==> src/sv/gif_metadata_stream_extractor_macros.svh <==
// Assertion macros shared by the GIF metadata stream extractor.
`ifndef GIF_METADATA_STREAM_EXTRACTOR_MACROS_SVH
`define GIF_METADATA_STREAM_EXTRACTOR_MACROS_SVH

`ifndef ASSERT_OFF

// Property must hold at every clock edge outside reset.
`define GMSE_ASSERT(lbl, clk, rst_n, prop, msg) \
    lbl: assert property (@(posedge clk) disable iff (!rst_n) prop) else $error(msg);

// Expression must never be true outside reset.
`define GMSE_ASSERT_NEVER(lbl, clk, rst_n, expr, msg) \
    lbl: assert property (@(posedge clk) disable iff (!rst_n) !(expr)) else $error(msg);

`else

`define GMSE_ASSERT(lbl, clk, rst_n, prop, msg)
`define GMSE_ASSERT_NEVER(lbl, clk, rst_n, expr, msg)

`endif

`endif

==> src/sv/gmse_pkg.sv <==
// Types, constants and lookup functions of the GIF metadata stream extractor.
package gmse_pkg;

    // Payload length counter width and XMP trailer padding.
    localparam int LENGTH_BITS   = 24;
    localparam int PAYLOAD_LEN_W = 24;
    localparam int XMP_PADDING   = 257;
    localparam int SKIP_W        = 10;
    localparam int QUEUE_DEPTH   = 2;
    localparam int QPTR_W        = (QUEUE_DEPTH > 1) ? $clog2(QUEUE_DEPTH) : 1;
    localparam int QCNT_W        = $clog2(QUEUE_DEPTH + 1);

    // Status codes
    localparam logic [1:0] ST_PARSING = 2'd0;
    localparam logic [1:0] ST_DONE    = 2'd1;
    localparam logic [1:0] ST_ERROR   = 2'd2;
    localparam logic [1:0] ST_SHORT   = 2'd3;

    // Payload kinds
    localparam logic KIND_XMP = 1'b0;
    localparam logic KIND_ICC = 1'b1;

    // Segment and block bytes
    localparam logic [7:0] BYTE_EXT     = 8'h21;
    localparam logic [7:0] BYTE_IMAGE   = 8'h2C;
    localparam logic [7:0] BYTE_TRAILER = 8'h3B;
    localparam logic [7:0] BYTE_APP_EXT = 8'hFF;
    localparam logic [7:0] BYTE_APP_LEN = 8'h0B;

    // Signature candidates: bit 0 first version/identifier, bit 1 second
    localparam logic [1:0] CAND_BOTH = 2'b11;

    typedef enum logic [4:0] {
        PH_SIG,
        PH_LSD,
        PH_GCT,
        PH_SEG,
        PH_EXT_LABEL,
        PH_APP_SIZE,
        PH_APP_ID,
        PH_SUB_SIZE,
        PH_SUB_DATA,
        PH_IMG,
        PH_LCT,
        PH_LZW,
        PH_META_SIZE,
        PH_META_DATA,
        PH_HALT
    } t_phase;

    // One classified byte handed from the parser to the output side
    typedef struct packed {
        logic       emit;
        logic       fin;
        logic       clr;
        logic       kind;
        logic [7:0] data;
        logic [1:0] status;
    } t_cmd;

    // "GIF"
    function automatic logic [7:0] sig_head_byte(input logic [1:0] idx);
        logic [7:0] r;
        case (idx)
            2'd0:    r = 8'h47;
            2'd1:    r = 8'h49;
            2'd2:    r = 8'h46;
            default: r = 8'h00;
        endcase
        return r;
    endfunction

    // "87a"
    function automatic logic [7:0] ver87_byte(input logic [1:0] idx);
        logic [7:0] r;
        case (idx)
            2'd0:    r = 8'h38;
            2'd1:    r = 8'h37;
            2'd2:    r = 8'h61;
            default: r = 8'h00;
        endcase
        return r;
    endfunction

    // "89a"
    function automatic logic [7:0] ver89_byte(input logic [1:0] idx);
        logic [7:0] r;
        case (idx)
            2'd0:    r = 8'h38;
            2'd1:    r = 8'h39;
            2'd2:    r = 8'h61;
            default: r = 8'h00;
        endcase
        return r;
    endfunction

    // "XMP DataXMP"
    function automatic logic [7:0] xmp_id_byte(input logic [3:0] idx);
        logic [7:0] r;
        case (idx)
            4'd0:    r = 8'h58;
            4'd1:    r = 8'h4D;
            4'd2:    r = 8'h50;
            4'd3:    r = 8'h20;
            4'd4:    r = 8'h44;
            4'd5:    r = 8'h61;
            4'd6:    r = 8'h74;
            4'd7:    r = 8'h61;
            4'd8:    r = 8'h58;
            4'd9:    r = 8'h4D;
            4'd10:   r = 8'h50;
            default: r = 8'h00;
        endcase
        return r;
    endfunction

    // "ICCRGBG1012"
    function automatic logic [7:0] icc_id_byte(input logic [3:0] idx);
        logic [7:0] r;
        case (idx)
            4'd0:    r = 8'h49;
            4'd1:    r = 8'h43;
            4'd2:    r = 8'h43;
            4'd3:    r = 8'h52;
            4'd4:    r = 8'h47;
            4'd5:    r = 8'h42;
            4'd6:    r = 8'h47;
            4'd7:    r = 8'h31;
            4'd8:    r = 8'h30;
            4'd9:    r = 8'h31;
            4'd10:   r = 8'h32;
            default: r = 8'h00;
        endcase
        return r;
    endfunction

    // Color table size: 3 * (2 << n) bytes when bit 7 of the flags is set
    function automatic logic [SKIP_W-1:0] table_bytes(input logic [7:0] flags);
        logic [SKIP_W-1:0] r;
        if (flags[7]) begin
            r = SKIP_W'(10'd6 << flags[2:0]);
        end else begin
            r = '0;
        end
        return r;
    endfunction

endpackage

==> src/sv/gif_metadata_stream_extractor.sv <==
// Top level of the GIF metadata stream extractor.
//
// Input stream: one GIF file byte per transfer in s_axis_tdata[7:0];
// s_axis_tlast marks the final byte of a buffer, after which the parser
// returns to the signature check with all taken flags cleared.
// Output stream: exactly one result transfer per input byte, in order.
//   tuser[0] payload byte valid, tuser[1] kind (0 XMP, 1 ICC),
//   tlast    terminator of a kept payload block,
//   tdata    payload byte, final length (nonzero only with tlast), status.
// Throughput: one byte per cycle while the receiver keeps tready high. The
// parser updates its state in the cycle a byte is accepted; a two-entry
// queue and the output register follow, in that order.
// Reset (synchronous, active low) puts the parser at the signature and
// empties the queue and the output register.
// When the receiver stalls the output register holds, the queue fills,
// and s_axis_tready drops once both queue entries are occupied.
`include "gif_metadata_stream_extractor_macros.svh"

module gif_metadata_stream_extractor
    import gmse_pkg::*;
(
    input  logic        i_clk,
    input  logic        i_rst_n,
    input  logic        i_s_axis_tvalid,
    output logic        o_s_axis_tready,
    input  logic [7:0]  i_s_axis_tdata,   // [7:0] in_byte
    input  logic        i_s_axis_tlast,   // buffer_last
    output logic        o_m_axis_tvalid,
    input  logic        i_m_axis_tready,
    output logic [39:0] o_m_axis_tdata,   // [7:0] payload_byte, [31:8] payload_length,
                                          // [33:32] status, [39:34] zero
    output logic [1:0]  o_m_axis_tuser,   // [0] payload_valid, [1] payload_kind
    output logic        o_m_axis_tlast    // payload_end
);

    t_cmd                     w_push_cmd;
    t_cmd                     w_q_cmd;
    logic                     w_push;
    logic                     w_full;
    logic                     w_q_valid;
    logic                     w_pop;
    logic                     w_pvalid;
    logic                     w_kind;
    logic [7:0]               w_data;
    logic                     w_end;
    logic [PAYLOAD_LEN_W-1:0] w_length;
    logic [1:0]               w_status;

    // Parser
    gmse_front u_front (
        .i_clk   (i_clk),
        .i_rst_n (i_rst_n),
        .i_valid (i_s_axis_tvalid),
        .o_ready (o_s_axis_tready),
        .i_byte  (i_s_axis_tdata),
        .i_last  (i_s_axis_tlast),
        .i_full  (w_full),
        .o_push  (w_push),
        .o_cmd   (w_push_cmd)
    );

    // Command queue
    gmse_queue u_queue (
        .i_clk   (i_clk),
        .i_rst_n (i_rst_n),
        .i_push  (w_push),
        .i_cmd   (w_push_cmd),
        .o_full  (w_full),
        .o_valid (w_q_valid),
        .o_cmd   (w_q_cmd),
        .i_pop   (w_pop)
    );

    // Output stage
    gmse_back u_back (
        .i_clk    (i_clk),
        .i_rst_n  (i_rst_n),
        .i_valid  (w_q_valid),
        .i_cmd    (w_q_cmd),
        .o_pop    (w_pop),
        .o_tvalid (o_m_axis_tvalid),
        .i_tready (i_m_axis_tready),
        .o_pvalid (w_pvalid),
        .o_kind   (w_kind),
        .o_data   (w_data),
        .o_end    (w_end),
        .o_length (w_length),
        .o_status (w_status)
    );

    assign o_m_axis_tdata = {6'd0, w_status, w_length, w_data};
    assign o_m_axis_tuser = {w_kind, w_pvalid};
    assign o_m_axis_tlast = w_end;

    // Checks
    `GMSE_ASSERT_NEVER(a_byte_and_end, i_clk, i_rst_n, o_m_axis_tvalid && w_pvalid && w_end, "payload byte and terminator in one transfer")
    `GMSE_ASSERT_NEVER(a_len_only_at_end, i_clk, i_rst_n, o_m_axis_tvalid && !w_end && (w_length != '0), "length outside a terminator")
    `GMSE_ASSERT(a_push_reaches_back, i_clk, i_rst_n, w_push |=> w_q_valid, "queued command not visible to output stage")

endmodule

==> src/sv/gmse_front.sv <==
// Parser front end: walks the GIF structure and classifies every byte.
module gmse_front
    import gmse_pkg::*;
(
    input  logic       i_clk,
    input  logic       i_rst_n,
    input  logic       i_valid,
    output logic       o_ready,
    input  logic [7:0] i_byte,
    input  logic       i_last,
    input  logic       i_full,
    output logic       o_push,
    output t_cmd       o_cmd
);

    t_phase            r_phase, n_phase, w_step_phase;
    logic [SKIP_W-1:0] r_skip, n_skip;
    logic [3:0]        r_idx, n_idx;
    logic [1:0]        r_cand, n_cand;
    logic              r_xmp_taken, n_xmp_taken;
    logic              r_icc_taken, n_icc_taken;
    logic              r_kind, n_kind;
    logic [1:0]        r_final, n_final, w_step_final;
    logic              r_any, n_any;
    logic              w_fire;
    logic [1:0]        w_vk;
    logic [1:0]        w_live_ver;
    logic [1:0]        w_live_id;

    assign o_ready = !i_full;
    assign w_fire  = i_valid && !i_full;
    assign o_push  = w_fire;

    // Version byte index and candidate match vectors
    assign w_vk       = 2'(r_idx - 4'd3);
    assign w_live_ver = r_cand & {i_byte == ver89_byte(w_vk), i_byte == ver87_byte(w_vk)};
    assign w_live_id  = r_cand & {i_byte == icc_id_byte(r_idx), i_byte == xmp_id_byte(r_idx)};

    // Next state
    always_comb begin
        n_phase     = r_phase;
        n_skip      = r_skip;
        n_idx       = r_idx;
        n_cand      = r_cand;
        n_xmp_taken = r_xmp_taken;
        n_icc_taken = r_icc_taken;
        n_kind      = r_kind;
        n_final     = r_final;
        n_any       = r_any;
        if (w_fire) begin
            case (r_phase)
                PH_SIG: begin
                    if (r_idx < 4'd3) begin
                        if (i_byte != sig_head_byte(r_idx[1:0])) begin
                            n_final = ST_ERROR;
                            n_phase = PH_HALT;
                        end else begin
                            n_idx = r_idx + 4'd1;
                        end
                    end else begin
                        n_cand = w_live_ver;
                        if (w_live_ver == 2'b00) begin
                            n_final = ST_ERROR;
                            n_phase = PH_HALT;
                        end else if (w_vk == 2'd2) begin
                            n_idx   = '0;
                            n_phase = PH_LSD;
                        end else begin
                            n_idx = r_idx + 4'd1;
                        end
                    end
                end
                PH_LSD: begin
                    if (r_idx == 4'd4) begin
                        n_skip = table_bytes(i_byte);
                    end
                    if (r_idx >= 4'd6) begin
                        n_idx   = '0;
                        n_phase = (r_skip != '0) ? PH_GCT : PH_SEG;
                    end else begin
                        n_idx = r_idx + 4'd1;
                    end
                end
                PH_GCT, PH_LCT, PH_SUB_DATA: begin
                    if (r_skip <= SKIP_W'(1)) begin
                        n_skip  = '0;
                        n_phase = (r_phase == PH_GCT) ? PH_SEG :
                                  (r_phase == PH_LCT) ? PH_LZW : PH_SUB_SIZE;
                    end else begin
                        n_skip = r_skip - SKIP_W'(1);
                    end
                end
                PH_SEG: begin
                    if (i_byte == BYTE_TRAILER) begin
                        n_final = ST_DONE;
                        n_phase = PH_HALT;
                    end else if (i_byte == BYTE_EXT) begin
                        n_phase = PH_EXT_LABEL;
                    end else if (i_byte == BYTE_IMAGE) begin
                        n_idx   = '0;
                        n_phase = PH_IMG;
                    end else begin
                        n_final = ST_ERROR;
                        n_phase = PH_HALT;
                    end
                end
                PH_EXT_LABEL: begin
                    n_phase = (i_byte == BYTE_APP_EXT) ? PH_APP_SIZE : PH_SUB_SIZE;
                end
                PH_APP_SIZE: begin
                    if (i_byte == BYTE_APP_LEN) begin
                        n_idx   = '0;
                        n_cand  = CAND_BOTH;
                        n_phase = PH_APP_ID;
                    end else if (i_byte == 8'd0) begin
                        n_phase = PH_SEG;
                    end else begin
                        n_skip  = SKIP_W'(i_byte);
                        n_phase = PH_SUB_DATA;
                    end
                end
                PH_APP_ID: begin
                    n_cand = w_live_id;
                    if (r_idx == 4'd10) begin
                        n_idx = '0;
                        n_any = 1'b0;
                        if (w_live_id[0] && !r_xmp_taken) begin
                            n_kind  = KIND_XMP;
                            n_phase = PH_META_SIZE;
                        end else if (w_live_id[1] && !r_icc_taken) begin
                            n_kind  = KIND_ICC;
                            n_phase = PH_META_SIZE;
                        end else begin
                            n_phase = PH_SUB_SIZE;
                        end
                    end else begin
                        n_idx = r_idx + 4'd1;
                    end
                end
                PH_SUB_SIZE: begin
                    if (i_byte == 8'd0) begin
                        n_phase = PH_SEG;
                    end else begin
                        n_skip  = SKIP_W'(i_byte);
                        n_phase = PH_SUB_DATA;
                    end
                end
                PH_IMG: begin
                    if (r_idx >= 4'd8) begin
                        n_idx   = '0;
                        n_skip  = table_bytes(i_byte);
                        n_phase = (table_bytes(i_byte) != '0) ? PH_LCT : PH_LZW;
                    end else begin
                        n_idx = r_idx + 4'd1;
                    end
                end
                PH_LZW: begin
                    n_phase = PH_SUB_SIZE;
                end
                PH_META_SIZE: begin
                    if (i_byte == 8'd0) begin
                        if (r_any) begin
                            if (r_kind == KIND_XMP) begin
                                n_xmp_taken = 1'b1;
                            end else begin
                                n_icc_taken = 1'b1;
                            end
                        end
                        n_phase = PH_SEG;
                    end else begin
                        n_skip = SKIP_W'(i_byte);
                        if (r_kind == KIND_XMP) begin
                            n_any = 1'b1;
                        end
                        n_phase = PH_META_DATA;
                    end
                end
                PH_META_DATA: begin
                    n_any = 1'b1;
                    if (r_skip <= SKIP_W'(1)) begin
                        n_skip  = '0;
                        n_phase = PH_META_SIZE;
                    end else begin
                        n_skip = r_skip - SKIP_W'(1);
                    end
                end
                default: begin
                    n_phase = PH_HALT;
                end
            endcase
        end
        w_step_phase = n_phase;
        w_step_final = n_final;
        // End of buffer returns the parser to the header
        if (w_fire && i_last) begin
            n_phase     = PH_SIG;
            n_skip      = '0;
            n_idx       = '0;
            n_cand      = CAND_BOTH;
            n_xmp_taken = 1'b0;
            n_icc_taken = 1'b0;
            n_kind      = KIND_XMP;
            n_final     = ST_PARSING;
            n_any       = 1'b0;
        end
    end

    // Command for the output side
    always_comb begin
        o_cmd = '0;
        case (r_phase)
            PH_APP_ID: begin
                o_cmd.clr = (r_idx == 4'd10);
            end
            PH_META_SIZE: begin
                o_cmd.kind = r_kind;
                if (i_byte == 8'd0) begin
                    o_cmd.fin = 1'b1;
                end else if (r_kind == KIND_XMP) begin
                    o_cmd.emit = 1'b1;
                    o_cmd.data = i_byte;
                end else begin
                    o_cmd.kind = 1'b0;
                end
            end
            PH_META_DATA: begin
                o_cmd.emit = 1'b1;
                o_cmd.kind = r_kind;
                o_cmd.data = i_byte;
            end
            default: begin
                o_cmd.clr = 1'b0;
            end
        endcase
        o_cmd.status = (w_step_phase == PH_HALT) ? w_step_final : ST_PARSING;
        if (i_last && (w_step_phase != PH_HALT)) begin
            o_cmd.status = (w_step_phase == PH_SIG) ? ST_ERROR : ST_SHORT;
        end
    end

    // State registers
    always_ff @(posedge i_clk) begin
        if (!i_rst_n) begin
            r_phase     <= PH_SIG;
            r_skip      <= '0;
            r_idx       <= '0;
            r_cand      <= CAND_BOTH;
            r_xmp_taken <= 1'b0;
            r_icc_taken <= 1'b0;
            r_kind      <= KIND_XMP;
            r_final     <= ST_PARSING;
            r_any       <= 1'b0;
        end else begin
            r_phase     <= n_phase;
            r_skip      <= n_skip;
            r_idx       <= n_idx;
            r_cand      <= n_cand;
            r_xmp_taken <= n_xmp_taken;
            r_icc_taken <= n_icc_taken;
            r_kind      <= n_kind;
            r_final     <= n_final;
            r_any       <= n_any;
        end
    end

endmodule

==> src/sv/gmse_queue.sv <==
// Short command queue between the parser and the output stage.
module gmse_queue
    import gmse_pkg::*;
(
    input  logic i_clk,
    input  logic i_rst_n,
    input  logic i_push,
    input  t_cmd i_cmd,
    output logic o_full,
    output logic o_valid,
    output t_cmd o_cmd,
    input  logic i_pop
);

    t_cmd              r_entry [QUEUE_DEPTH];
    logic [QPTR_W-1:0] r_wptr, n_wptr;
    logic [QPTR_W-1:0] r_rptr, n_rptr;
    logic [QCNT_W-1:0] r_cnt, n_cnt;
    logic              w_pop;

    assign o_full  = (r_cnt == QCNT_W'(QUEUE_DEPTH));
    assign o_valid = (r_cnt != '0);
    assign o_cmd   = r_entry[r_rptr];
    assign w_pop   = i_pop && o_valid;

    // Pointer and fill updates
    always_comb begin
        n_wptr = r_wptr;
        n_rptr = r_rptr;
        n_cnt  = r_cnt;
        if (i_push) begin
            n_wptr = (r_wptr == QPTR_W'(QUEUE_DEPTH - 1)) ? '0 : r_wptr + QPTR_W'(1);
        end
        if (w_pop) begin
            n_rptr = (r_rptr == QPTR_W'(QUEUE_DEPTH - 1)) ? '0 : r_rptr + QPTR_W'(1);
        end
        if (i_push && !w_pop) begin
            n_cnt = r_cnt + QCNT_W'(1);
        end else if (!i_push && w_pop) begin
            n_cnt = r_cnt - QCNT_W'(1);
        end
    end

    always_ff @(posedge i_clk) begin
        if (!i_rst_n) begin
            r_wptr <= '0;
            r_rptr <= '0;
            r_cnt  <= '0;
        end else begin
            r_wptr <= n_wptr;
            r_rptr <= n_rptr;
            r_cnt  <= n_cnt;
        end
    end

    // Entry storage
    always_ff @(posedge i_clk) begin
        if (i_push) begin
            r_entry[r_wptr] <= i_cmd;
        end
    end

endmodule

==> src/sv/gmse_back.sv <==
// Output side: counts payload bytes, forms the length and drives the result register.
module gmse_back
    import gmse_pkg::*;
(
    input  logic                     i_clk,
    input  logic                     i_rst_n,
    input  logic                     i_valid,
    input  t_cmd                     i_cmd,
    output logic                     o_pop,
    output logic                     o_tvalid,
    input  logic                     i_tready,
    output logic                     o_pvalid,
    output logic                     o_kind,
    output logic [7:0]               o_data,
    output logic                     o_end,
    output logic [PAYLOAD_LEN_W-1:0] o_length,
    output logic [1:0]               o_status
);

    localparam logic [LENGTH_BITS-1:0] CountMax = '1;
    localparam logic [LENGTH_BITS-1:0] Padding  = LENGTH_BITS'(XMP_PADDING);

    logic [LENGTH_BITS-1:0]   r_count, n_count;
    logic [LENGTH_BITS-1:0]   w_len;
    logic                     r_tvalid;
    logic                     r_pvalid, r_kind, r_end;
    logic [7:0]               r_data;
    logic [PAYLOAD_LEN_W-1:0] r_length;
    logic [1:0]               r_status;

    assign o_pop = i_valid && (!r_tvalid || i_tready);

    // Payload counter, saturating
    always_comb begin
        n_count = r_count;
        if (o_pop) begin
            if (i_cmd.clr) begin
                n_count = '0;
            end else if (i_cmd.emit && (r_count != CountMax)) begin
                n_count = r_count + LENGTH_BITS'(1);
            end
        end
    end

    // Reported length, XMP padding removed
    always_comb begin
        w_len = r_count;
        if ((i_cmd.kind == KIND_XMP) && (r_count > Padding)) begin
            w_len = r_count - Padding;
        end
    end

    always_ff @(posedge i_clk) begin
        if (!i_rst_n) begin
            r_count  <= '0;
            r_tvalid <= 1'b0;
        end else begin
            r_count <= n_count;
            if (o_pop) begin
                r_tvalid <= 1'b1;
            end else if (i_tready) begin
                r_tvalid <= 1'b0;
            end
        end
    end

    // Result register
    always_ff @(posedge i_clk) begin
        if (o_pop) begin
            r_pvalid <= i_cmd.emit;
            r_kind   <= i_cmd.kind;
            r_data   <= i_cmd.data;
            r_end    <= i_cmd.fin;
            r_length <= i_cmd.fin ? PAYLOAD_LEN_W'(w_len) : '0;
            r_status <= i_cmd.status;
        end
    end

    assign o_tvalid = r_tvalid;
    assign o_pvalid = r_pvalid;
    assign o_kind   = r_kind;
    assign o_data   = r_data;
    assign o_end    = r_end;
    assign o_length = r_length;
    assign o_status = r_status;

endmodule
==> config.mk <==
export PLATFORM = sky130hd
export DESIGN_NAME = gif_metadata_stream_extractor
export DESIGN_NICKNAME = d
export VERILOG_FILES = /design/src/sv/gmse_pkg.sv /design/src/sv/gif_metadata_stream_extractor.sv /design/src/sv/gmse_front.sv /design/src/sv/gmse_queue.sv /design/src/sv/gmse_back.sv
export VERILOG_INCLUDE_DIRS = /design/src /design/src/sv
export SDC_FILE = /design/constraint.sdc
export NUM_CORES = 1
export LEC_CHECK = 0
export BUFFER_PORTS_ARGS = -buffer_cell sky130_fd_sc_hd__clkbuf_2
export CORE_MARGIN = 3
export CORE_UTILIZATION = 59
export DETAILED_ROUTE_END_ITERATION = 8
export PLACE_DENSITY = 0.86
export SLEW_MARGIN = 5
export SYNTH_ARGS = -nofsm -noshare
export SYNTH_HDL_FRONTEND = slang
export SYNTH_HIERARCHICAL = 1
export SYNTH_SLANG_ARGS = --single-unit
==> constraint.sdc <==
create_clock -name i_clk -period 3.3 [get_ports i_clk]
set_input_delay 0 -clock i_clk [delete_from_list [all_inputs] [get_ports i_clk]]
set_output_delay 0 -clock i_clk [all_outputs]
set_load 0.01 [all_outputs]
==> summary.txt <==
Synth
  • Average cell area after synthesis: 9.04 sq um
  • Number of warnings printed during yosys synthesis: 6
  • Post-synthesis cell type with the largest combined area: edfxtp_1
  • Top cells by area, synth: edfxtp_1, dfxtp_1, nor2_1, nand2_1, xnor2_1
  • Async S/R FF share, synth: 0%
  • Dominant register cell in the synthesized netlist: dfxtp_1
  • Top cell type's share of synthesized area: 23.9%
  • Synthesized netlist cell count: 904
  • Post-synthesis sequential element count: 135
  • EDFF count, synth: 65
  • Count of cell types in the netlist: 89
  • Part of the Yosys area used for sequential elements: 41.0%
  • Synth Cell Area: 8170 sq um

Detailed routing
  • Detail-routed via count per cell: 6.58
  • Via total after detailed routing: 7493
  • First-pass DRT Iterations: 9
  • Final routed DRC violation total: 0
  • Initial DRC Count: 1160
  • Drt total wl: 21800 microns
  • Detail Route Antenna Nets: 0
  • Routed length per instance: 19.2 microns

Global route
  • Initial antenna violation count: 0
  • Vias in the first global route: 6966
  • Global-route wire length before repair: 35100 microns
  • Pin count of the biggest net entering global routing: 40
  • Gr usage total: 29.3%
  • Global route overflow: 0

Layout
  • Number of nets in the finished design: 979
  • Area taken by flip-flops and latches: 3350 sq um
  • Final instance area: 9190 sq um
  • Area Overhead vs Synth: 12.4%
  • Layout cells sized above 1: 16.8%
  • Highest-count cells in the layout ignoring fill and taps: nor2_1, dfxtp_1, nand2_1, edfxtp_1, clkbuf_2
  • Leading cell type in the layout, fill and taps excluded: nor2_1
  • Number of inserted diodes: 0
  • Fill cell count: 1061
  • Area occupied by multi-input gates: 4370 sq um

CTS
  • Largest buffer count on any clock path: 2
  • CTS tree: built
  • Cell at the root of the clock tree: clkbuf_16
  • Clock sink count: 135
  • H-tree lvl count: 4
  • CTS buffer count: 17
  • Clock-pin slew on the worst setup and hold paths: 0.06 ns
  • Worst-skew pair later-pin latency: 0.43 ns

Critical path
  • Class of the most critical setup path: flip-flop to flip-flop
  • Element type at the critical path end: flip-flop
  • Crit path largest cell delay: 0.42 ns
  • Element type at the critical path start: flip-flop
  • Required time of the critical path: 3.62 ns
  • Largest delay share family, worst path: compound AO/OA/AOI/OAI gates
  • Standard cell with the maximum stage delay on the critical path: dfxtp_1
  • Largest driver fanout on the critical path: 15
  • Arrival time worst endpoint: 3.47 ns
  • Cell-by-cell listing of the critical path: inv_1 -> ha_1 -> xor2_1 -> and3_1 -> o2111a_1 -> o21ai_2 -> mux2i_1 -> a21oi_4 -> and2_1 -> a2111oi_2
  • CP bufs+invs: 1

Floorplan
  • Starting utilization of the core area: 61.0%
  • Count of boundary I/O pins: 58
  • Chip Width: 124 microns
  • Row cnt: 42
  • Area of the die: 15300 sq um
  • Y dimension of the die: 124 microns
  • Area of the core region: 13400 sq um

Timing
  • Post-Route Hold Slack: 0.0672 ns
  • Final critical-path share of the clock period: 95.4%
  • Relative slew margins: 46.3%
  • Clk_skew: 0.00745 ns
  • Maximum achievable frequency: 318 MHz
  • Final slew viol count: 0
  • Final worst slack: 0.151 ns
  • Final hold vios: 0
  • # setup viols final: 0
  • Time the final worst path needs with I/O delays and setup: 3.15 ns
  • Actual transition at the worst max-transition pin: 0.800 ns

Placed design
  • Total cell area at the placement stage: 8620 sq um
  • Pre-CTS setup slack: 0.0894 ns
  • # port buffers: 51
  • Sum of net half-perimeters after detailed placement: 15600 microns
  • Global placer's final weighted congestion: 1.06

Flow run
  • Max-cap violations: 0

Hold path
  • Min-Delay Path Class: input port to flip-flop

Pwr
  • Power density over the cells: 708 nW/um^2
  • Static Leak: 3.41 nW
  • VDD IR-drop max: 0.000453 V

Outcome
  • Status: completed
==> cells by family after synthesis <==
family	synth area share, %
AND/OR/NAND/NOR	23.7
AO/OA/AOI/OAI	19.3
flip-flops	41.0
buffers and inverters	5.92
multiplexers	4.13
XOR/XNOR	3.21
adder cells (fa/ha/maj)	2.72
other	0.0459
==> per-stage QoR <==
stage               TNS [ns]  std cells  total power, mW  utilization (%)
floorplan                  0        909             4.02                -
global placement           0       1104             4.67             64.3
detailed placement         0       1104             4.74             64.3
CTS                        0       1138             6.48             68.5
global route         -0.0150       1138             6.86             68.6
finish                     0       1138             6.51             68.6
==> path summary, 6_finish.rpt <==
check	startpoint	end	slack, ns	cells after the start
worst max register to register	u_front/r_idx[1]$_SDFFE_PP0N_	flip-flop	0.15	10
worst min register to register	u_front/r_final[0]$_SDFF_PP0_	u_front/r_final[0]$_SDFF_PP0_	0.49	2
worst max-delay path	u_front/r_idx[1]$_SDFFE_PP0N_	flip-flop	0.15	10
worst min-delay path	i_s_axis_tlast	u_queue/r_entry[1][0]$_DFFE_PP_	0.07	3
==> final cells by class <==
class                   instances  area share (%)
multi-input cells             669            47.5
flip-flops and latches        135            36.5
repair buffers                 93            6.40
clock buffers                  18            4.67
well taps                     176            2.40
inverters                      33            1.35
clock inverters                14            1.20
==> timing repair <==
action | 4_1_cts | 5_1_grt
buffers inserted | 0 | 0
gates resized for setup | 0 | 2
setup endpoints to repair | 0 | 10
endpoints found under the hold margin | 2 | 0
hold buffers | 2 | 0
==> worst min-delay path, stage by stage <==
cell and delay, ns:
clkbuf_2 0.09, a21oi_1 0.14, a211oi_1 0.08
==> cell usage after synthesis (all sizes together) (7+ instances only) <==
library cell	instances
a31oi	21
nand4	18
nand3	20
nand2b	18
and3	12
nand2	65
edfxtp	65
clkbuf	43
nor4	16
xnor2	25
buf	29
and2	15
mux2	14
nor2	78
or3	20
o21a	7
inv	32
or2	8
a22oi	8
ha	17
a211oi	14
o21ai	43
or4	14
nor2b	17
nor3	34
a21oi	41
dfxtp	70
o31ai	16
mux2i	18
o211ai	7
==> per-layer routing <==
layer,routed length [microns],vias up,track usage [%]
met1,8680,3470,37.8
met2,10300,482,47.8
met4,842,0,13.6
met3,2000,91,5.59
li1,-,3450,-
met5,0,-,0
==> report_power, final <==
part	switching (mW)	internal (mW)
clock	0.716	1.02
sequential	0.194	2.21
combinational	1.46	0.905
Power figures use the tool's default switching activity.
